File: src/rtl/wfs_pkg.sv
// ----------------------------------------------------------------------------
// wfs_pkg
// Shared constants and word types of the weighted fair scheduler.
// ----------------------------------------------------------------------------
package wfs_pkg;

   localparam logic [1:0] STATUS_PICKED = 2'd0;
   localparam logic [1:0] STATUS_EMPTY  = 2'd1;
   localparam logic [1:0] STATUS_ADDED  = 2'd2;
   localparam logic [1:0] STATUS_FULL   = 2'd3;

   localparam logic ACTION_ADD  = 1'b0;
   localparam logic ACTION_PICK = 1'b1;

   localparam logic [7:0] GRAN_DEFAULT = 8'd3;
   localparam logic [30:0] VRT_MAX = 31'h7FFF_FFFF;
   localparam logic [15:0] SLICE_MAX = 16'hFFFF;

   typedef struct packed {
      logic        action;
      logic [7:0]  thread_id;
      logic [1:0]  priority_class;
      logic [16:0] weight;
      logic [15:0] served_ticks;
   } req_type;

   typedef struct packed {
      logic [1:0]  status;
      logic [7:0]  picked_id;
      logic [15:0] slice_len;
      logic [30:0] picked_vruntime;
      logic [16:0] picked_weight;
   } rsp_type;

   // divider start request and reply
   // divisor covers a 21-bit weight total times a count of up to 256
   typedef struct packed {
      logic        start;
      logic [63:0] dividend;
      logic [29:0] divisor;
   } div_req_type;

   typedef struct packed {
      logic        done;
      logic [63:0] quotient;
   } div_rsp_type;

   function automatic logic [16:0] class_weight(input logic [1:0] cls);
      logic [16:0] w;
      case (cls)
         2'd0:    w = 17'd88761;
         2'd1:    w = 17'd29154;
         2'd2:    w = 17'd1024;
         default: w = 17'd15;
      endcase
      return w;
   endfunction

endpackage

File: src/rtl/wfs_if.sv
// ----------------------------------------------------------------------------
// wfs_req_if / wfs_rsp_if
// Valid/ready channels carrying request and response words.
// ----------------------------------------------------------------------------
interface wfs_req_if;
   logic              valid;
   logic              ready;
   wfs_pkg::req_type  data;
   modport source (output valid, output data, input ready);
   modport sink   (input valid, input data, output ready);
endinterface

interface wfs_rsp_if;
   logic              valid;
   logic              ready;
   wfs_pkg::rsp_type  data;
   modport source (output valid, output data, input ready);
   modport sink   (input valid, input data, output ready);
endinterface

File: src/rtl/wfs_divider.sv
// ----------------------------------------------------------------------------
// wfs_divider
// Restoring divider, one quotient bit per cycle, shared by both divisions.
// ----------------------------------------------------------------------------
module wfs_divider (
   input  logic                  clock,
   input  logic                  reset,
   input  wfs_pkg::div_req_type  div_req,
   output wfs_pkg::div_rsp_type  div_rsp
);
   logic [63:0] quo_ff, quo_in;
   logic [30:0] rem_ff, rem_in;
   logic [29:0] dvs_ff, dvs_in;
   logic [6:0]  cnt_ff, cnt_in;
   logic        busy_ff, busy_in;
   logic        done_ff, done_in;
   logic [30:0] trial;

   // one shift and subtract step
   always_comb begin
      quo_in  = quo_ff;
      rem_in  = rem_ff;
      dvs_in  = dvs_ff;
      cnt_in  = cnt_ff;
      busy_in = busy_ff;
      done_in = 1'b0;
      trial   = {rem_ff[29:0], quo_ff[63]};
      if (div_req.start) begin
         quo_in  = div_req.dividend;
         rem_in  = '0;
         dvs_in  = div_req.divisor;
         cnt_in  = 7'd0;
         busy_in = 1'b1;
      end else if (busy_ff) begin
         if (trial >= {1'b0, dvs_ff}) begin
            rem_in = trial - {1'b0, dvs_ff};
            quo_in = {quo_ff[62:0], 1'b1};
         end else begin
            rem_in = trial;
            quo_in = {quo_ff[62:0], 1'b0};
         end
         cnt_in = cnt_ff + 7'd1;
         if (cnt_ff == 7'd63) begin
            busy_in = 1'b0;
            done_in = 1'b1;
         end
      end
   end

   always_ff @(posedge clock) begin
      if (reset) begin
         busy_ff <= 1'b0;
         done_ff <= 1'b0;
         cnt_ff  <= '0;
      end else begin
         busy_ff <= busy_in;
         done_ff <= done_in;
         cnt_ff  <= cnt_in;
      end
      quo_ff <= quo_in;
      rem_ff <= rem_in;
      dvs_ff <= dvs_in;
   end

   assign div_rsp.done     = done_ff;
   assign div_rsp.quotient = quo_ff;
endmodule

File: src/rtl/weighted_fair_scheduler_top.sv
// ----------------------------------------------------------------------------
// weighted_fair_scheduler_top
// Ready table of a weighted fair scheduler with add and pick requests.
// ----------------------------------------------------------------------------
// Usage: an add word stores a thread with vruntime 1024*service/weight; a
// pick word removes the entry with least vruntime (oldest first on ties) and
// returns its time slice. One response word per request word.
// req is ready only while the sequencer is idle; one word at a time.
// Sequence: every word first scans the table one slot a cycle. An add then
// runs a 64-step division in the shared serial divider before its response
// word is valid; a full table answers straight after the scan. A pick spends
// one more state, ST_MUL, starting the slice division; an empty pick answers
// straight after the scan. The weight-total by count product is registered
// during the scan. req is ready again in the cycle after the response word
// is taken.
// The response sits in an output register until taken; a stalled receiver
// holds the block in its answer state, with req not ready.
// Reset clears valid bits, the weight total, the count, the arrival stamp
// and sets the granularity floor to 3. csr writes land on any enabled edge outside reset.
// ----------------------------------------------------------------------------
module weighted_fair_scheduler_top #(
   parameter int TABLE_DEPTH = 16,
   parameter int FRAC_BITS   = 8
) (
   input  logic          clock,
   input  logic          reset,
   wfs_req_if.sink       req,
   wfs_rsp_if.source     rsp,
   input  logic          csr_write_enable,
   input  logic [7:0]    csr_write_data
);
   localparam int IW = (TABLE_DEPTH > 1) ? $clog2(TABLE_DEPTH) : 1;
   localparam int CW = $clog2(TABLE_DEPTH + 1);

   localparam logic [2:0] ST_IDLE = 3'd0;
   localparam logic [2:0] ST_SCAN = 3'd1;
   localparam logic [2:0] ST_MUL  = 3'd2;
   localparam logic [2:0] ST_DIV  = 3'd3;
   localparam logic [2:0] ST_WAIT = 3'd4;
   localparam logic [2:0] ST_RESP = 3'd5;

   logic [2:0] state_ff, state_in;
   wfs_pkg::req_type req_ff;
   wfs_pkg::rsp_type rsp_ff, rsp_in;
   logic [7:0]  gran_ff;
   logic [TABLE_DEPTH-1:0] valid_ff;
   logic [7:0]  thr_mem [TABLE_DEPTH];
   logic [16:0] wgt_mem [TABLE_DEPTH];
   logic [30:0] vrt_mem [TABLE_DEPTH];
   logic [15:0] arr_mem [TABLE_DEPTH];
   logic [20:0] wtot_ff;
   logic [CW-1:0] count_ff;
   logic [15:0] arr_ff;
   logic [IW:0] idx_ff;
   logic        found_ff;
   logic [IW-1:0] best_ff;
   logic [30:0] bvrt_ff;
   logic [15:0] bage_ff;
   logic [16:0] bwgt_ff;
   logic [7:0]  bthr_ff;
   logic [IW-1:0] free_ff;
   logic        has_free_ff;
   logic [16:0] rw_ff;
   logic [29:0] denom_ff;
   logic        pick_ff;
   wfs_pkg::div_req_type div_req;
   wfs_pkg::div_rsp_type div_rsp;
   logic [IW-1:0] idx;
   logic [15:0] age;
   logic [16:0] rw;
   logic        better;
   logic [63:0] q;
   logic [63:0] gran_fx;
   logic [63:0] slice;

   wfs_divider u_div (.clock(clock), .reset(reset), .div_req(div_req), .div_rsp(div_rsp));

   assign idx = idx_ff[IW-1:0];
   assign age = arr_ff - arr_mem[idx];
   assign rw  = (req_ff.weight == 17'd0) ? wfs_pkg::class_weight(req_ff.priority_class)
                                         : req_ff.weight;
   assign better = !found_ff || (vrt_mem[idx] < bvrt_ff) ||
                   (vrt_mem[idx] == bvrt_ff && age > bage_ff);
   assign q = div_rsp.quotient;
   assign gran_fx = {56'd0, (gran_ff == 8'd0) ? wfs_pkg::GRAN_DEFAULT : gran_ff} << FRAC_BITS;
   assign slice = (denom_ff == 30'd0) ? 64'(wfs_pkg::SLICE_MAX) :
                  ((q < gran_fx) ? gran_fx : q);

   assign req.ready = (state_ff == ST_IDLE);
   assign rsp.valid = (state_ff == ST_RESP);
   assign rsp.data  = rsp_ff;

   // sequencer next state and divider kick
   always_comb begin
      state_in = state_ff;
      rsp_in   = rsp_ff;
      div_req.start    = 1'b0;
      div_req.dividend = '0;
      div_req.divisor  = '0;
      case (state_ff)
         ST_IDLE: if (req.valid) state_in = ST_SCAN;
         ST_SCAN: begin
            if (idx_ff == (IW + 1)'(TABLE_DEPTH)) begin
               rsp_in = '0;
               if (!pick_ff) begin
                  if (!has_free_ff) begin
                     rsp_in.status = wfs_pkg::STATUS_FULL;
                     state_in = ST_RESP;
                  end else begin
                     div_req.start    = 1'b1;
                     div_req.dividend = (64'(req_ff.served_ticks) << 10) << FRAC_BITS;
                     div_req.divisor  = 30'(rw);
                     state_in = ST_DIV;
                  end
               end else if (!found_ff) begin
                  rsp_in.status = wfs_pkg::STATUS_EMPTY;
                  state_in = ST_RESP;
               end else begin
                  state_in = ST_MUL;
               end
            end
         end
         ST_MUL: begin
            div_req.start    = 1'b1;
            div_req.dividend = (64'(bwgt_ff) * 64'd48) << FRAC_BITS;
            div_req.divisor  = (denom_ff == 30'd0) ? 30'd1 : denom_ff;
            state_in = ST_DIV;
         end
         ST_DIV: state_in = ST_WAIT;
         ST_WAIT: begin
            if (div_rsp.done) begin
               rsp_in = '0;
               if (pick_ff) begin
                  rsp_in.status          = wfs_pkg::STATUS_PICKED;
                  rsp_in.picked_id       = bthr_ff;
                  rsp_in.slice_len       = (slice > 64'(wfs_pkg::SLICE_MAX)) ?
                                           wfs_pkg::SLICE_MAX : slice[15:0];
                  rsp_in.picked_vruntime = bvrt_ff;
                  rsp_in.picked_weight   = bwgt_ff;
               end else begin
                  rsp_in.status = wfs_pkg::STATUS_ADDED;
               end
               state_in = ST_RESP;
            end
         end
         ST_RESP: if (rsp.ready) state_in = ST_IDLE;
         default: state_in = ST_IDLE;
      endcase
   end

   // table, scan and bookkeeping registers
   always_ff @(posedge clock) begin
      if (reset) begin
         state_ff <= ST_IDLE;
         valid_ff <= '0;
         wtot_ff  <= '0;
         count_ff <= '0;
         arr_ff   <= '0;
         gran_ff  <= wfs_pkg::GRAN_DEFAULT;
      end else begin
         state_ff <= state_in;
         if (csr_write_enable) gran_ff <= csr_write_data;
         if (state_ff == ST_WAIT && div_rsp.done) begin
            if (pick_ff) begin
               valid_ff[best_ff] <= 1'b0;
               wtot_ff  <= wtot_ff - 21'(bwgt_ff);
               count_ff <= count_ff - CW'(1);
            end else begin
               valid_ff[free_ff] <= 1'b1;
               wtot_ff  <= wtot_ff + 21'(rw_ff);
               count_ff <= count_ff + CW'(1);
               arr_ff   <= arr_ff + 16'd1;
            end
         end
      end
      rsp_ff <= rsp_in;
      // accept and clear scan
      if (state_ff == ST_IDLE) begin
         req_ff      <= req.data;
         pick_ff     <= (req.data.action == wfs_pkg::ACTION_PICK);
         idx_ff      <= '0;
         found_ff    <= 1'b0;
         has_free_ff <= 1'b0;
      end
      // one slot per cycle: first free slot and best candidate
      if (state_ff == ST_SCAN && idx_ff != (IW + 1)'(TABLE_DEPTH)) begin
         idx_ff <= idx_ff + (IW + 1)'(1);
         if (!valid_ff[idx] && !has_free_ff) begin
            has_free_ff <= 1'b1;
            free_ff     <= idx;
         end
         if (valid_ff[idx] && better) begin
            found_ff <= 1'b1;
            best_ff  <= idx;
            bvrt_ff  <= vrt_mem[idx];
            bage_ff  <= age;
            bwgt_ff  <= wgt_mem[idx];
            bthr_ff  <= thr_mem[idx];
         end
      end
      if (state_ff == ST_SCAN) begin
         rw_ff    <= rw;
         denom_ff <= 30'(wtot_ff) * 30'(count_ff);
      end
      // clamp vruntime and write the entry
      if (state_ff == ST_WAIT && div_rsp.done && !pick_ff) begin
         thr_mem[free_ff] <= req_ff.thread_id;
         wgt_mem[free_ff] <= rw_ff;
         vrt_mem[free_ff] <= (q > 64'(wfs_pkg::VRT_MAX)) ? wfs_pkg::VRT_MAX : q[30:0];
         arr_mem[free_ff] <= arr_ff;
      end
   end
endmodule
File: src/flat_wrapper.sv
// flat-port wrapper written by rule: the top's interface ports become plain ports
module weighted_fair_scheduler_top_flat 
#(
   parameter int TABLE_DEPTH = 16,
   parameter int FRAC_BITS   = 8
)
  (clock, reset, csr_write_enable, csr_write_data, req_valid, req_data, req_ready, rsp_valid, rsp_data, rsp_ready);
  wfs_req_if req_i ();
  wfs_rsp_if rsp_i ();
  input  logic clock;
  input  logic reset;
  input  logic csr_write_enable;
  input  logic [7:0] csr_write_data;
  input wire logic [$bits(req_i.valid)-1:0] req_valid;
  input wire logic [$bits(req_i.data)-1:0] req_data;
  output wire logic [$bits(req_i.ready)-1:0] req_ready;
  output wire logic [$bits(rsp_i.valid)-1:0] rsp_valid;
  output wire logic [$bits(rsp_i.data)-1:0] rsp_data;
  input wire logic [$bits(rsp_i.ready)-1:0] rsp_ready;
  assign req_i.valid = req_valid;
  assign req_i.data = req_data;
  assign req_ready = req_i.ready;
  assign rsp_valid = rsp_i.valid;
  assign rsp_data = rsp_i.data;
  assign rsp_i.ready = rsp_ready;
  weighted_fair_scheduler_top #(.TABLE_DEPTH(TABLE_DEPTH), .FRAC_BITS(FRAC_BITS)) u_core (.clock(clock), .reset(reset), .req(req_i), .rsp(rsp_i), .csr_write_enable(csr_write_enable), .csr_write_data(csr_write_data));
endmodule
File: config.mk
export PLATFORM = sky130hd
export DESIGN_NAME = weighted_fair_scheduler_top_flat
export DESIGN_NICKNAME = d
export VERILOG_FILES = /design/src/rtl/wfs_pkg.sv /design/src/rtl/wfs_if.sv /design/src/rtl/wfs_divider.sv /design/src/rtl/weighted_fair_scheduler_top.sv /design/src/flat_wrapper.sv
export SDC_FILE = /design/constraint.sdc
export NUM_CORES = 2
export LEC_CHECK = 0
export BUFFER_PORTS_ARGS = -buffer_cell sky130_fd_sc_hd__buf_4
export CAP_MARGIN = 20
export CORE_ASPECT_RATIO = 1.4
export CORE_UTILIZATION = 50
export CTS_BUF_LIST = sky130_fd_sc_hd__clkbuf_2 sky130_fd_sc_hd__clkbuf_4 sky130_fd_sc_hd__clkbuf_8
export DETAILED_ROUTE_END_ITERATION = 10
export GPL_TIMING_DRIVEN = 0
export PLACE_DENSITY = 0.73
export SYNTH_ARGS = -nofsm -noshare
export SYNTH_HDL_FRONTEND = slang
export SYNTH_SLANG_ARGS = --single-unit
File: constraint.sdc
create_clock -name clock -period 8.65 [get_ports clock]
set_input_delay 0 -clock clock [delete_from_list [all_inputs] [get_ports clock]]
set_output_delay 0 -clock clock [all_outputs]
set_load 0.02 [all_outputs]
==> impl_table.tex <==
\begin{tabular}{lr}
\hline
Metric & Value \\
\hline
\multicolumn{2}{l}{\textbf{Outcome}} \\
Status & complete, but fails checks \\
Violated checks & design-rule violations \\
\multicolumn{2}{l}{\textbf{STA}} \\
Remaining max-slew budget at the tightest pin & 19.3\% \\
Final number of hold-violating endpoints & 0 \\
Final Slew Violations & 0 \\
Setup TNS after final layout & 0 ns \\
Worst-Margin Slew & 1.21 ns \\
Unrepaired setup endpoints after global routing & no \\
Portion of the clock cycle consumed by the worst path in the final layout & 94.3\% \\
Final Critical Period & 8.15 ns \\
Max Clock Skew & 0.0514 ns \\
Maximum clock frequency & 123 MHz \\
Finish-stage setup viols & 0 \\
\multicolumn{2}{l}{\textbf{Global routing}} \\
Largest net degree at the start of global routing & 65 \\
Sum of overflow across all layers after global routing & 0 \\
Initial antenna violation count & 6 \\
Overall Global Routing Usage & 26.0\% \\
Via count of the first global-routing pass & 39927 \\
First-pass GRT wire length & 260000 um \\
\multicolumn{2}{l}{\textbf{Placement}} \\
Detailed placer's ending HPWL & 123000 um \\
Placer Congestion & 0.898 \\
Area post-placement & 73700 um\^{}2 \\
Number of input and output port buffers inserted & 131 \\
\multicolumn{2}{l}{\textbf{Yosys}} \\
Leading post-synthesis cells by instance count & 1488 x sky130\_fd\_sc\_hd\_\_edfxtp\_1, 365 x sky130\_fd\_sc\_hd\_\_mux4\_2, 204 x sky130\_fd\_sc\_hd\_\_nor2\_1 \\
Cell with the most instances after synthesis & sky130\_fd\_sc\_hd\_\_edfxtp\_1 \\
Mux contribution to synthesized area & 12.4\% \\
Mapped Avg Cell Area & 17.1 um\^{}2 \\
Synth Cell Area & 68600 um\^{}2 \\
Gate count of the mapped netlist & 4007 \\
Share of synthesized cell area in and, or, nand and nor gates & 5.94\% \\
Number of enable flip-flop cells after synthesis & 1488 \\
Area share of the leading cell type in the synthesized netlist & 65.2\% \\
Xor and xnor area share after synthesis & 1.62\% \\
Ys flop type & sky130\_fd\_sc\_hd\_\_edfxtp\_1 \\
Sequential-to-total area share from yosys stat & 68.5\% \\
Warning count from the yosys run & 0 \\
Post-Synthesis Net Count & 4305 \\
Largest family of logic cells by synthesized area & multiplexers \\
Post-synthesis cell type with the largest combined area & sky130\_fd\_sc\_hd\_\_edfxtp\_1 \\
FF+latch count, synth & 1602 \\
Count of distinct cell types in the synthesized netlist & 75 \\
Asr flop ratio synth & 0\% \\
Share of the synthesized area in compound gates (AO/OA/AOI/OAI) & 4.46\% \\
Synth top area cells & sky130\_fd\_sc\_hd\_\_edfxtp\_1 65\%, sky130\_fd\_sc\_hd\_\_mux4\_2 12\%, sky130\_fd\_sc\_hd\_\_dfxtp\_1 3.3\% \\
Adder-Cell Fraction of Synth Area & 5.08\% \\
\multicolumn{2}{l}{\textbf{Clock network}} \\
Number of CTS-inserted buffers & 223 \\
Setup bufs post-CTS & 0 \\
Clock tree from TritonCTS & done \\
Worst skew pair latency & 0.96 ns \\
Number of clock sinks & 1602 \\
Clk Tree Root Cell & sky130\_fd\_sc\_hd\_\_clkbuf\_8 \\
Count of H-tree levels built during CTS & 4 \\
Maximum root-to-sink buffer count & 3 \\
Clock transition at the registers of the reported paths & 0.07 ns \\
\multicolumn{2}{l}{\textbf{Routing}} \\
Post-route antenna net violation count & 0 \\
Number of DRC markers after the initial detailed-route iteration & 4131 \\
Drt wl/cell & 27.2 um \\
Number of design rule violations left after detail routing & 64 \\
Final WL & 179000 um \\
Per-cell via count in the routed design & 6.01 \\
First-pass DRT Iterations & 8 \\
Via count & 39515 \\
\multicolumn{2}{l}{\textbf{Critical path}} \\
Largest fanout on the critical path & 47 \\
Required time at the worst-slack endpoint & 9.25 ns \\
Critical path endpoint category & register \\
Most prevalent standard cell on the critical path & sky130\_fd\_sc\_hd\_\_clkbuf\_1 \\
Crit-path cells & clkbuf\_1 -> clkbuf\_1 -> clkbuf\_1 -> mux4\_2 -> mux4\_2 -> ha\_1 -> fa\_1 -> nor2b\_1 -> o21ai\_0 -> a21boi\_0 -> o21ai\_0 -> a211oi\_1 -> o31ai\_1 -> o21bai\_1 -> a21oi\_1 -> xnor2\_1 -> ha\_1 -> nand4\_1 -> nor2\_1 -> a2111oi\_0 -> o311a\_1 -> o311a\_4 -> buf\_16 \\
Critical path start-end classification & reg -> reg \\
Largest stage delay, worst path & 0.90 ns \\
Worst reg-to-reg setup slack & 0.50 ns \\
Terminus of the critical flop-to-flop path & u\_core.bvrt\_ff[9] \\
Cell count of the worst reg-to-reg path & 23 \\
CP top delay family & compound AO/OA/AOI/OAI gates \\
Critical Path Source Type & register \\
Critical path buffer and inverter count & 4 \\
Crit path max-delay cell type & sky130\_fd\_sc\_hd\_\_clkbuf\_1 \\
Arrival time of the worst setup path & 8.76 ns \\
\multicolumn{2}{l}{\textbf{Cells and area}} \\
Final instance area & 79700 um\^{}2 \\
Post-Route Utilization & 58.6\% \\
Post-layout nets & 4894 \\
Area delta synth->final & 16.3\% \\
Multi-input combinational cell area & 20400 um\^{}2 \\
Sequential Area & 47000 um\^{}2 \\
Share of post-route cells with drive strength above 1 & 21.5\% \\
Number of fill cells & 9832 \\
\multicolumn{2}{l}{\textbf{Min path}} \\
Worst min-delay path endpoint & u\_core.wtot\_ff[17] \\
Min-Delay Path Depth & 4 \\
Hold path startpoint & reset \\
Worst min-delay path class & in -> reg \\
\multicolumn{2}{l}{\textbf{Power}} \\
Static leakage power & 25.7 nW \\
Peak VDD IR & 0.178 mV \\
Power per unit of standard cell area & 247 nW/um\^{}2 \\
Total design power & 0.0197 W \\
\multicolumn{2}{l}{\textbf{Floorplanning}} \\
Horizontal extent of the die & 315 um \\
Std-Cell Core Area & 136000 um\^{}2 \\
Die Span Y & 440 um \\
Number of placement rows & 160 \\
I/O pin cnt & 133 \\
Starting density of the core & 50.4\% \\
Area of the die & 139000 um\^{}2 \\
\multicolumn{2}{l}{\textbf{Job}} \\
Max-cap violations & 0 \\
\hline
\end{tabular}
==> state kept, by name, summed over array words and instances (netlist names), 21 cells and up, named ones only <==
signal / count
u_core.arr_mem: 256
u_core.bvrt_ff: 31
u_core.denom_ff: 26
u_core.req_ff: 43
u_core.rsp.data: 74
u_core.thr_mem: 128
u_core.u_div.dvs_ff: 26
u_core.u_div.quo_ff: 64
u_core.u_div.rem_ff: 30
u_core.vrt_mem: 496
u_core.wgt_mem: 272
u_core.wtot_ff: 21
==> cell usage in the layout, fill, tap and decap left out, drive strengths merged, types with 11 or more instances in the layout <==
cell type    instances
mux4               365
mux2i               25
a22oi               13
or3                 17
nand2b              51
nor2               204
nand2              197
a21o                63
nor2b               21
dlygate4sd3        118
and2                65
nand3               37
clkinv              87
a211oi              40
ha                 179
nor4                23
edfxtp            1488
buf                285
nor3                44
o21ai               73
a22o                18
xnor2               77
xor2                50
inv                195
a31oi               22
o21bai              11
clkbuf             433
bufinv              12
fa                  62
dfxtp              114
or2                 19
nand4               28
a21oi              152
and3                83
==> timing repair <==
action,CTS,global route
endpoints found under the setup margin,47,47
endpoints found under the hold margin,78,0
resized for setup,4,3
hold buffers,118,0
==> worst max path at each step <==
stage	depth (start not counted)	startpoint	endpoint
finish	23	register	u_core.bvrt_ff[9]
global route	23	register	u_core.bvrt_ff[22]
CTS	23	register	u_core.bvrt_ff[9]
detailed placement	23	register	u_core.bvrt_ff[9]
global placement	8	u_core.state_ff[0]	u_core.thr_mem[4][4]
floorplan	22	register	u_core.bage_ff[0]
==> stage by stage <==
| step | instances | setup WS (ns) | hold WS, ns |
|---|---|---|---|
| after global placement | 5920 | -7.57 | 0.178 |
| after floorplan | 4007 | 0.864 | 0.0989 |
| after CTS | 6562 | 0.292 | 0.0260 |
| final | 6575 | 0.495 | 0.109 |
| after global routing | 6572 | 0.123 | 0.120 |
| after detailed placement | 6026 | 0.0102 | 0.179 |
==> power breakdown <==
part           internal (W)  switching [W]  leakage (nW)
Clock               0.00321        0.00290          2.46
Sequential          0.00885       0.000327          12.7
Combinational       0.00199        0.00243          10.6
Total                0.0141        0.00566          25.7
==> final cells by class <==
class                   count  share of cell area (%)
multi-input cells        2051                    25.6
clock inverters           113                    1.16
diodes                      4                  0.0126
repair buffers            364                    5.11
plain buffers             169                   0.835
flip-flops and latches   1602                    58.9
inverters                 185                   0.874
well taps                1782                    2.80
clock buffers             305                    4.72
==> logic make-up after synthesis <==
group,after synthesis
AO/OA/AOI/OAI,470
buffers and inverters,354
AND/OR/NAND/NOR,818
adder cells (fa/ha/maj),241
multiplexers,395
XOR/XNOR,127
flip-flops,1602
==> per-layer routing <==
metal | wire length (um) | global-route usage, % | vias up
met5 | 13 | 0 | -
met4 | 9190 | 13.1 | 2
met3 | 13500 | 4.48 | 449
met2 | 92900 | 45.4 | 1989
met1 | 63300 | 31.0 | 20136
li1 | - | - | 16939
==> worst min-delay path, delay by kind of cell <==
family	cells	cell delay [ns]
and+or+nand+nor	1	0.07
buffers and inverters	2	0.69
AOI/OAI and AO/OA	1	0.22
Power figures use the tool's default switching activity.
